<file path="config.mk">
export PLATFORM = sky130hd
export DESIGN_NAME = ir_air_conditioner_frame_encoder_top_flat
export DESIGN_NICKNAME = d
export VERILOG_FILES = /design/src/sv/acfe_pkg.sv /design/src/sv/acfe_if.sv /design/src/sv/ir_air_conditioner_frame_encoder_top.sv /design/src/flat_wrapper.sv
export SDC_FILE = /design/constraint.sdc
export NUM_CORES = 1
export LEC_CHECK = 0
export ABC_CLOCK_PERIOD_IN_PS = 7300
export BUFFER_PORTS_ARGS = -buffer_cell sky130_fd_sc_hd__buf_2
export CELL_PAD_IN_SITES_DETAIL_PLACEMENT = 2
export CELL_PAD_IN_SITES_GLOBAL_PLACEMENT = 2
export CORE_MARGIN = 4
export CORE_UTILIZATION = 40
export CTS_CLUSTER_SIZE = 24
export DETAILED_ROUTE_END_ITERATION = 6
export PLACE_DENSITY_LB_ADDON = 0.25
export SYNTH_ARGS = -nofsm -noshare
export SYNTH_HDL_FRONTEND = slang
export SYNTH_SLANG_ARGS = --single-unit
</file>
<file path="constraint.sdc">
create_clock -name clk -period 7.3 [get_ports clk]
set_input_delay 1.095 -clock clk [delete_from_list [all_inputs] [get_ports clk]]
set_output_delay 1.095 -clock clk [all_outputs]
set_load 0.02 [all_outputs]
</file>
<file path="src/sv/acfe_pkg.sv">
// Package for the air-conditioner IR frame encoder.
// Holds payload widths, register map, frame constants and the frame builder.
// No dependencies.
package acfe_pkg;

  localparam int unsigned TickW      = 15;
  localparam int unsigned NumRegs    = 6;
  localparam int unsigned AddrW      = 5;
  localparam int unsigned FrameBits  = 56;
  localparam int unsigned NumSymbols = FrameBits + 2;
  localparam int unsigned CntW       = $clog2(NumSymbols);

  typedef logic [TickW-1:0] tick_t;
  typedef logic [CntW-1:0]  sym_cnt_t;
  typedef logic [FrameBits-1:0] frame_t;

  typedef enum logic [2:0] {
    REG_LEADER_MARK   = 3'd0,
    REG_LEADER_SPACE  = 3'd1,
    REG_BIT_MARK      = 3'd2,
    REG_ONE_SPACE     = 3'd3,
    REG_ZERO_SPACE    = 3'd4,
    REG_TRAILER_SPACE = 3'd5
  } reg_idx_t;

  localparam tick_t RstLeaderMark   = tick_t'(3500);
  localparam tick_t RstLeaderSpace  = tick_t'(1700);
  localparam tick_t RstBitMark      = tick_t'(500);
  localparam tick_t RstOneSpace     = tick_t'(1300);
  localparam tick_t RstZeroSpace    = tick_t'(360);
  localparam tick_t RstTrailerSpace = tick_t'(10700);

  localparam logic [1:0] SelSettings = 2'd0;
  localparam logic [1:0] SelOnTimer  = 2'd1;
  localparam logic [1:0] SelOffTimer = 2'd2;

  localparam logic [1:0] PwrOff = 2'd1;
  localparam logic [1:0] PwrOn  = 2'd2;

  localparam logic [7:0] Hdr0      = 8'h28;
  localparam logic [7:0] Hdr1      = 8'h61;
  localparam logic [7:0] HdrSet    = 8'h3d;
  localparam logic [7:0] HdrOnTmr  = 8'h6d;
  localparam logic [7:0] HdrOffTmr = 8'hcd;
  localparam logic [7:0] FanBase   = 8'h10;

  function automatic logic [3:0] mode_code(input logic [1:0] mode);
    logic [3:0] c;
    case (mode)
      2'd0:    c = 4'h1;
      2'd1:    c = 4'h5;
      2'd2:    c = 4'h9;
      default: c = 4'hd;
    endcase
    return c;
  endfunction

  function automatic frame_t build_frame(
    input logic [1:0] sel,
    input logic [1:0] mode,
    input logic [4:0] temp,
    input logic [1:0] fan,
    input logic [1:0] power,
    input logic [1:0] tkind,
    input logic [7:0] hours
  );
    logic [3:0] code;
    logic [7:0] b2, b3, b5, t8, t7;
    code = mode_code(mode);
    if (power == PwrOff) begin
      code = code + 4'd1;
    end else if (power == PwrOn) begin
      code = code + 4'd2;
    end
    t8 = 8'h00;
    t7 = 8'h00;
    if (tkind == sel) begin
      t8 = {hours[4:0], 3'b000};
      t7 = t8 - hours;
    end
    if (sel == SelSettings) begin
      b2 = HdrSet;
      b3 = FanBase + {6'd0, fan};
      b5 = {code, temp[3:0]};
    end else begin
      b2 = (sel == SelOnTimer) ? HdrOnTmr : HdrOffTmr;
      b3 = t8;
      b5 = t7;
    end
    return {~b5, b5, ~b3, b3, b2, Hdr1, Hdr0};
  endfunction

endpackage

</file>
<file path="src/sv/acfe_if.sv">
// Handshake channels for the air-conditioner IR frame encoder.
// Depends on acfe_pkg for the tick width.
interface acfe_req_if;
  logic       valid;
  logic       ready;
  logic [1:0] frame_select;
  logic [1:0] ac_mode;
  logic [4:0] set_temp;
  logic [1:0] fan_speed;
  logic [1:0] power_action;
  logic [1:0] timer_kind;
  logic [7:0] timer_hours;

  modport source (output valid, frame_select, ac_mode, set_temp, fan_speed,
                  power_action, timer_kind, timer_hours, input ready);
  modport sink (input valid, frame_select, ac_mode, set_temp, fan_speed,
                power_action, timer_kind, timer_hours, output ready);
endinterface

interface acfe_sym_if;
  logic                      valid;
  logic                      ready;
  logic [acfe_pkg::TickW-1:0] mark_ticks;
  logic [acfe_pkg::TickW-1:0] space_ticks;
  logic                      last_symbol;

  modport source (output valid, mark_ticks, space_ticks, last_symbol, input ready);
  modport sink (input valid, mark_ticks, space_ticks, last_symbol, output ready);
endinterface

</file>
<file path="src/sv/ir_air_conditioner_frame_encoder_top.sv">
// Air-conditioner IR frame encoder: one request in, 58 mark/space symbols out.
// A request is built into the pending register, loaded into the shift register
//   and sent as registered symbols, one per cycle unless out_ch.ready stalls;
//   the next request waits in a one-deep request register and its frame
//   follows the trailer. Reset (rst_n, synchronous, active low) clears all
//   control and loads timing defaults. Depends on acfe_pkg and acfe_if.
module ir_air_conditioner_frame_encoder_top (
  input  logic                        clk,
  input  logic                        rst_n,
  acfe_req_if.sink                    in_ch,
  acfe_sym_if.source                  out_ch,
  input  logic                        cfg_psel,
  input  logic                        cfg_penable,
  input  logic                        cfg_pwrite,
  input  logic [acfe_pkg::AddrW-1:0]  cfg_paddr,
  input  logic [31:0]                 cfg_pwdata,
  output logic [31:0]                 cfg_prdata,
  output logic                        cfg_pready
);
  import acfe_pkg::*;

  tick_t    regs_r [NumRegs];
  logic     pend_vld_r, pend_vld_nxt;
  frame_t   pend_frm_r, pend_frm_nxt;
  logic     act_r, act_nxt;
  sym_cnt_t cnt_r, cnt_nxt;
  frame_t   dat_r, dat_nxt;
  logic     ovld_r, ovld_nxt;
  tick_t    mark_r, mark_nxt;
  tick_t    space_r, space_nxt;
  logic     last_r, last_nxt;

  logic     req_xfer, fire, at_trailer, load;
  reg_idx_t widx;
  logic [2:0] ridx;

  assign cfg_pready = 1'b1;
  assign widx       = reg_idx_t'(cfg_paddr[AddrW-1:2]);
  assign ridx       = cfg_paddr[AddrW-1:2];

  always_comb begin
    cfg_prdata = 32'd0;
    if (ridx < 3'(NumRegs)) begin
      cfg_prdata = {17'd0, regs_r[ridx]};
    end
  end

  always_ff @(posedge clk) begin
    if (!rst_n) begin
      regs_r[REG_LEADER_MARK]   <= RstLeaderMark;
      regs_r[REG_LEADER_SPACE]  <= RstLeaderSpace;
      regs_r[REG_BIT_MARK]      <= RstBitMark;
      regs_r[REG_ONE_SPACE]     <= RstOneSpace;
      regs_r[REG_ZERO_SPACE]    <= RstZeroSpace;
      regs_r[REG_TRAILER_SPACE] <= RstTrailerSpace;
    end else if (cfg_psel && cfg_penable && cfg_pwrite && ridx < 3'(NumRegs)) begin
      regs_r[widx] <= cfg_pwdata[TickW-1:0];
    end
  end

  assign fire       = act_r && (!ovld_r || out_ch.ready);
  assign at_trailer = (cnt_r == sym_cnt_t'(NumSymbols - 1));
  assign load       = pend_vld_r && (!act_r || (fire && at_trailer));
  assign in_ch.ready = !pend_vld_r || load;
  assign req_xfer   = in_ch.valid && in_ch.ready;

  always_comb begin
    pend_vld_nxt = pend_vld_r;
    pend_frm_nxt = pend_frm_r;
    if (load) begin
      pend_vld_nxt = 1'b0;
    end
    if (req_xfer && in_ch.frame_select != 2'd3) begin
      pend_vld_nxt = 1'b1;
      pend_frm_nxt = build_frame(in_ch.frame_select, in_ch.ac_mode, in_ch.set_temp,
                                 in_ch.fan_speed, in_ch.power_action,
                                 in_ch.timer_kind, in_ch.timer_hours);
    end
  end

  always_comb begin
    act_nxt   = act_r;
    cnt_nxt   = cnt_r;
    dat_nxt   = dat_r;
    ovld_nxt  = ovld_r && !out_ch.ready;
    mark_nxt  = mark_r;
    space_nxt = space_r;
    last_nxt  = last_r;
    if (fire) begin
      ovld_nxt = 1'b1;
      last_nxt = 1'b0;
      if (cnt_r == '0) begin
        mark_nxt  = regs_r[REG_LEADER_MARK];
        space_nxt = regs_r[REG_LEADER_SPACE];
      end else if (at_trailer) begin
        mark_nxt  = regs_r[REG_BIT_MARK];
        space_nxt = regs_r[REG_TRAILER_SPACE];
        last_nxt  = 1'b1;
        act_nxt   = 1'b0;
      end else begin
        mark_nxt  = regs_r[REG_BIT_MARK];
        space_nxt = dat_r[0] ? regs_r[REG_ONE_SPACE] : regs_r[REG_ZERO_SPACE];
        dat_nxt   = dat_r >> 1;
      end
      cnt_nxt = cnt_r + sym_cnt_t'(1);
    end
    if (load) begin
      act_nxt = 1'b1;
      cnt_nxt = '0;
      dat_nxt = pend_frm_r;
    end
  end

  always_ff @(posedge clk) begin
    if (!rst_n) begin
      pend_vld_r <= 1'b0;
      act_r      <= 1'b0;
      cnt_r      <= '0;
      ovld_r     <= 1'b0;
    end else begin
      pend_vld_r <= pend_vld_nxt;
      act_r      <= act_nxt;
      cnt_r      <= cnt_nxt;
      ovld_r     <= ovld_nxt;
    end
  end

  always_ff @(posedge clk) begin
    pend_frm_r <= pend_frm_nxt;
    dat_r      <= dat_nxt;
    mark_r     <= mark_nxt;
    space_r    <= space_nxt;
    last_r     <= last_nxt;
  end

  assign out_ch.valid       = ovld_r;
  assign out_ch.mark_ticks  = mark_r;
  assign out_ch.space_ticks = space_r;
  assign out_ch.last_symbol = last_r;

  a_trailer_marks_last: assert property (@(posedge clk) disable iff (!rst_n)
    fire && at_trailer |=> ovld_r && last_r)
    else $error("trailer not flagged last");

  a_cnt_in_range: assert property (@(posedge clk) disable iff (!rst_n)
    act_r |-> cnt_r <= sym_cnt_t'(NumSymbols - 1))
    else $error("symbol counter out of range");

  a_load_starts_frame: assert property (@(posedge clk) disable iff (!rst_n)
    load |=> act_r && cnt_r == '0)
    else $error("frame load did not restart counter");

  a_pend_held: assert property (@(posedge clk) disable iff (!rst_n)
    pend_vld_r && !load |=> pend_vld_r)
    else $error("pending request lost");

  a_last_only_trailer: assert property (@(posedge clk) disable iff (!rst_n)
    fire && !at_trailer |=> !last_r)
    else $error("last set on a non-trailer symbol");

endmodule
</file>
<file path="src/flat_wrapper.sv">
// flat-port wrapper written by rule: the top's interface ports become plain ports
module ir_air_conditioner_frame_encoder_top_flat import acfe_pkg::*;
  (clk, rst_n, cfg_psel, cfg_penable, cfg_pwrite, cfg_paddr, cfg_pwdata, cfg_prdata, cfg_pready, in_ch_valid, in_ch_frame_select, in_ch_ac_mode, in_ch_set_temp, in_ch_fan_speed, in_ch_power_action, in_ch_timer_kind, in_ch_timer_hours, in_ch_ready, out_ch_valid, out_ch_mark_ticks, out_ch_space_ticks, out_ch_last_symbol, out_ch_ready);
  acfe_req_if in_ch_i ();
  acfe_sym_if out_ch_i ();
  input  logic clk;
  input  logic rst_n;
  input  logic cfg_psel;
  input  logic cfg_penable;
  input  logic cfg_pwrite;
  input  logic [acfe_pkg::AddrW-1:0] cfg_paddr;
  input  logic [31:0] cfg_pwdata;
  output logic [31:0] cfg_prdata;
  output logic cfg_pready;
  input wire logic [$bits(in_ch_i.valid)-1:0] in_ch_valid;
  input wire logic [$bits(in_ch_i.frame_select)-1:0] in_ch_frame_select;
  input wire logic [$bits(in_ch_i.ac_mode)-1:0] in_ch_ac_mode;
  input wire logic [$bits(in_ch_i.set_temp)-1:0] in_ch_set_temp;
  input wire logic [$bits(in_ch_i.fan_speed)-1:0] in_ch_fan_speed;
  input wire logic [$bits(in_ch_i.power_action)-1:0] in_ch_power_action;
  input wire logic [$bits(in_ch_i.timer_kind)-1:0] in_ch_timer_kind;
  input wire logic [$bits(in_ch_i.timer_hours)-1:0] in_ch_timer_hours;
  output wire logic [$bits(in_ch_i.ready)-1:0] in_ch_ready;
  output wire logic [$bits(out_ch_i.valid)-1:0] out_ch_valid;
  output wire logic [$bits(out_ch_i.mark_ticks)-1:0] out_ch_mark_ticks;
  output wire logic [$bits(out_ch_i.space_ticks)-1:0] out_ch_space_ticks;
  output wire logic [$bits(out_ch_i.last_symbol)-1:0] out_ch_last_symbol;
  input wire logic [$bits(out_ch_i.ready)-1:0] out_ch_ready;
  assign in_ch_i.valid = in_ch_valid;
  assign in_ch_i.frame_select = in_ch_frame_select;
  assign in_ch_i.ac_mode = in_ch_ac_mode;
  assign in_ch_i.set_temp = in_ch_set_temp;
  assign in_ch_i.fan_speed = in_ch_fan_speed;
  assign in_ch_i.power_action = in_ch_power_action;
  assign in_ch_i.timer_kind = in_ch_timer_kind;
  assign in_ch_i.timer_hours = in_ch_timer_hours;
  assign in_ch_ready = in_ch_i.ready;
  assign out_ch_valid = out_ch_i.valid;
  assign out_ch_mark_ticks = out_ch_i.mark_ticks;
  assign out_ch_space_ticks = out_ch_i.space_ticks;
  assign out_ch_last_symbol = out_ch_i.last_symbol;
  assign out_ch_i.ready = out_ch_ready;
  ir_air_conditioner_frame_encoder_top u_core (.clk(clk), .rst_n(rst_n), .in_ch(in_ch_i), .out_ch(out_ch_i), .cfg_psel(cfg_psel), .cfg_penable(cfg_penable), .cfg_pwrite(cfg_pwrite), .cfg_paddr(cfg_paddr), .cfg_pwdata(cfg_pwdata), .cfg_prdata(cfg_prdata), .cfg_pready(cfg_pready));
endmodule
</file>
==> reports/metrics.yaml <==
r2r_cells: 4
dieArea_um2: 27700
setup_tns_ns: 0
cp_cell_sequence: "buf_2, nand2b_1, o22ai_1, buf_2"
netlist_area_um2: 10000
ys_warn_count: 0
status: "completed"
grt_usage: 0.196
period_share: 0.576
grt_pass1_wl_um: 42400
synthArstFlopShare: 0
worstMarginPinSlew_ns: 1.23
postCtsSetupBuffers: 0
syn_to_final_growth_pct: 14.0
vias_per_cell: 5.33
avgSynthCellArea_um2: 13.6
initialDrtViolationCount: 357
rsz0062_at_grt: "false"
htreeDepth: 1
insertedDiodeCount: 0
numCtsBuffers: 25
fillers: 2402
cts-root-buf: "clkbuf_16"
gr-total-overflow: 0
ff_latch_area_um2: 6520
dr.pass1.iters: 4
cp.required_ns: 6.20
p_per_area_nw_per_um2: 259
cp.arrival_ns: 3.11
die_h_um: 166
clock_latency_ns: 0.52
slowest_stage: "nand2b_1"
drv_slew: 0
worstSetupStartpoint: "cfg_paddr[3]"
fmax_mhz: 238
cts_hold_buffers: 0
slew_headroom: 0.177
rrSetupSlack_ns: 3.89
max_stage_delay_ns: 0.90
hp-start: "u_core.dat_r[9]$_SDFFCE_PP0P_"
fin_skew_ns: 0.0197
crit_fanout: 24
worst_slack_ns: 3.09
cts_resized: 0
p_leak_nw: 4.37
wirelength_um: 27700
wl_per_cell_um: 23.8
hpwl_um: 18100
start_kind: "primary input"
min_to: "u_core.dat_r[8]$_SDFFCE_PP1P_"
place_congestion: 0.804
ys_seq_area_frac: 0.650
crit_top_cell: "buf_2"
io_pins: 133
clock_path_buffers: 3
grt_max_degree: 59
path_clk_slew_ns: 0.06
dp_slack_ns: 3.08
setup_viol: 0
final_cell_mix: "edfxtp_1 (211), buf_2 (94), nand2_1 (61), inv_1 (54), mux2_2 (48)"
irDropWorstVdd_uv: 144
fp.dieW_um: 166
worstHoldPathCells: 1
finalPower_mw: 2.96
final_nets: 902
ys_seq_elements: 220
yosys.cell_types.count: 50
criticalPathCategory: "primary input to output port"
hold_ws_ns: 0.500
drive_gt1_frac: 0.248
start_util: 0.410
cap_viol_max_count: 0
worstReg2RegEnd: "u_core.dat_r[0]$_SDFFCE_PP0P_"
drcViolationCount: 0
synthCells: 740
synth_edf_count: 211
timing.final.hold_violations: 0
antenna_found_initial: 1
end_kind: "output port"
rr_startpoint: "u_core.cnt_r[3]$_SDFFE_PP0P_"
grt_pass1_vias: 7074
port_buffers: 94
fp-row-count: 57
clkSinkCount: 220
layout_commonest_cell: "edfxtp_1"
multiInputGateArea_um2: 3060
vias: 6203
antenna_left: 0
synth_flop_cell: "edfxtp_1"
cts_tree: "yes"
hp-class: "flop to flop"
core-area_um2: 24500
period_minus_slack_ns: 4.21
[state kept, by name (all words and copies together) (netlist names)]
register,flops
u_core.act_r,1
u_core.cnt_r,6
u_core.dat_r,56
u_core.out_ch.last_symbol,1
u_core.out_ch.mark_ticks,15
u_core.out_ch.space_ticks,15
u_core.out_ch.valid,1
u_core.pend_frm_r,34
u_core.pend_vld_r,1
u_core.regs_r,90
[how the worst max path moves through the flow]
stage                                    endpoint  depth (start not counted)  slack [ns]
floorplan           u_core.dat_r[0]$_SDFFCE_PP0P_                          4        0.90
global placement                   cfg_prdata[14]                          4        3.15
detailed placement                 cfg_prdata[14]                          4        3.08
CTS                                cfg_prdata[14]                          4        3.07
global route                       cfg_prdata[14]                          4        3.08
finish                             cfg_prdata[14]                          4        3.09
[cell usage after synthesis (all sizes together), types with 4 or more instances]
master  number  area (um2)
mux2        48         541
o21ai       19        95.1
inv         54         203
clkbuf      17        63.8
o22ai       16         100
buf         42         285
nand3        7        40.0
nand2b      21         131
xor2         9        78.8
dfxtp        9         180
ha           9         113
xnor2        4        35.0
mux4        15         338
a22oi        4        30.0
nand2       62         240
nor2        45         169
nand3b       5        37.5
and3         5        31.3
edfxtp     211        6340
a21oi       38         194
and2        38         238
mux2i       30         300
[critical path: cells and delay by family]
kind | cells | cell delay [ns]
buffers and inverters | 2 | 0.79
and+or+nand+nor | 1 | 0.90
AOI/OAI and AO/OA | 1 | 0.31
[kinds of logic (layout without fill, tap and decap cells)]
group | count (synthesis) | in the layout | synth area share
and+or+nand+nor | 198 | 198 | 0.0993
other | 2 | 18 | 0.000749
DFF | 220 | 220 | 0.650
xor gates and xnor gates | 13 | 13 | 0.0113
muxes | 93 | 93 | 0.117
adders and majority gates | 9 | 9 | 0.0112
buffers and inverters | 113 | 196 | 0.0550
AOI/OAI and AO/OA | 92 | 92 | 0.0554
[area by class of cell]
type	instances	area share
Clock buffer	32	0.0579
Clock inverter	8	0.00569
Inverter	54	0.0177
Multi-Input combinational cell	423	0.267
Sequential cell	220	0.570
Tap cell	324	0.0354
Timing Repair Buffer	102	0.0464
[metrics by stage]
step / instance area (um2) / utilization / cells
floorplan: 10100 / - / 756
CTS: 11400 / 0.468 / 1163
global placement: 10700 / 0.438 / 1123
finish: 11400 / 0.468 / 1163
global route: 11400 / 0.468 / 1163
detailed placement: 10700 / 0.438 / 1123
[metal layers]
layer	vias up	wire length [um]	track usage
met1	3192	10900	0.229
met2	165	14900	0.373
met5	-	13	0
met3	51	1260	0.0290
li1	2793	-	-
met4	2	707	0.0559
[power by group]
group | internal, mW | leakage [nW] | switching, mW
registers | 1.47 | 2.07 | 0.0355
logic | 0.109 | 1.95 | 0.195
clock network | 0.667 | 0.357 | 0.483
(Power assumes the default switching activity.)
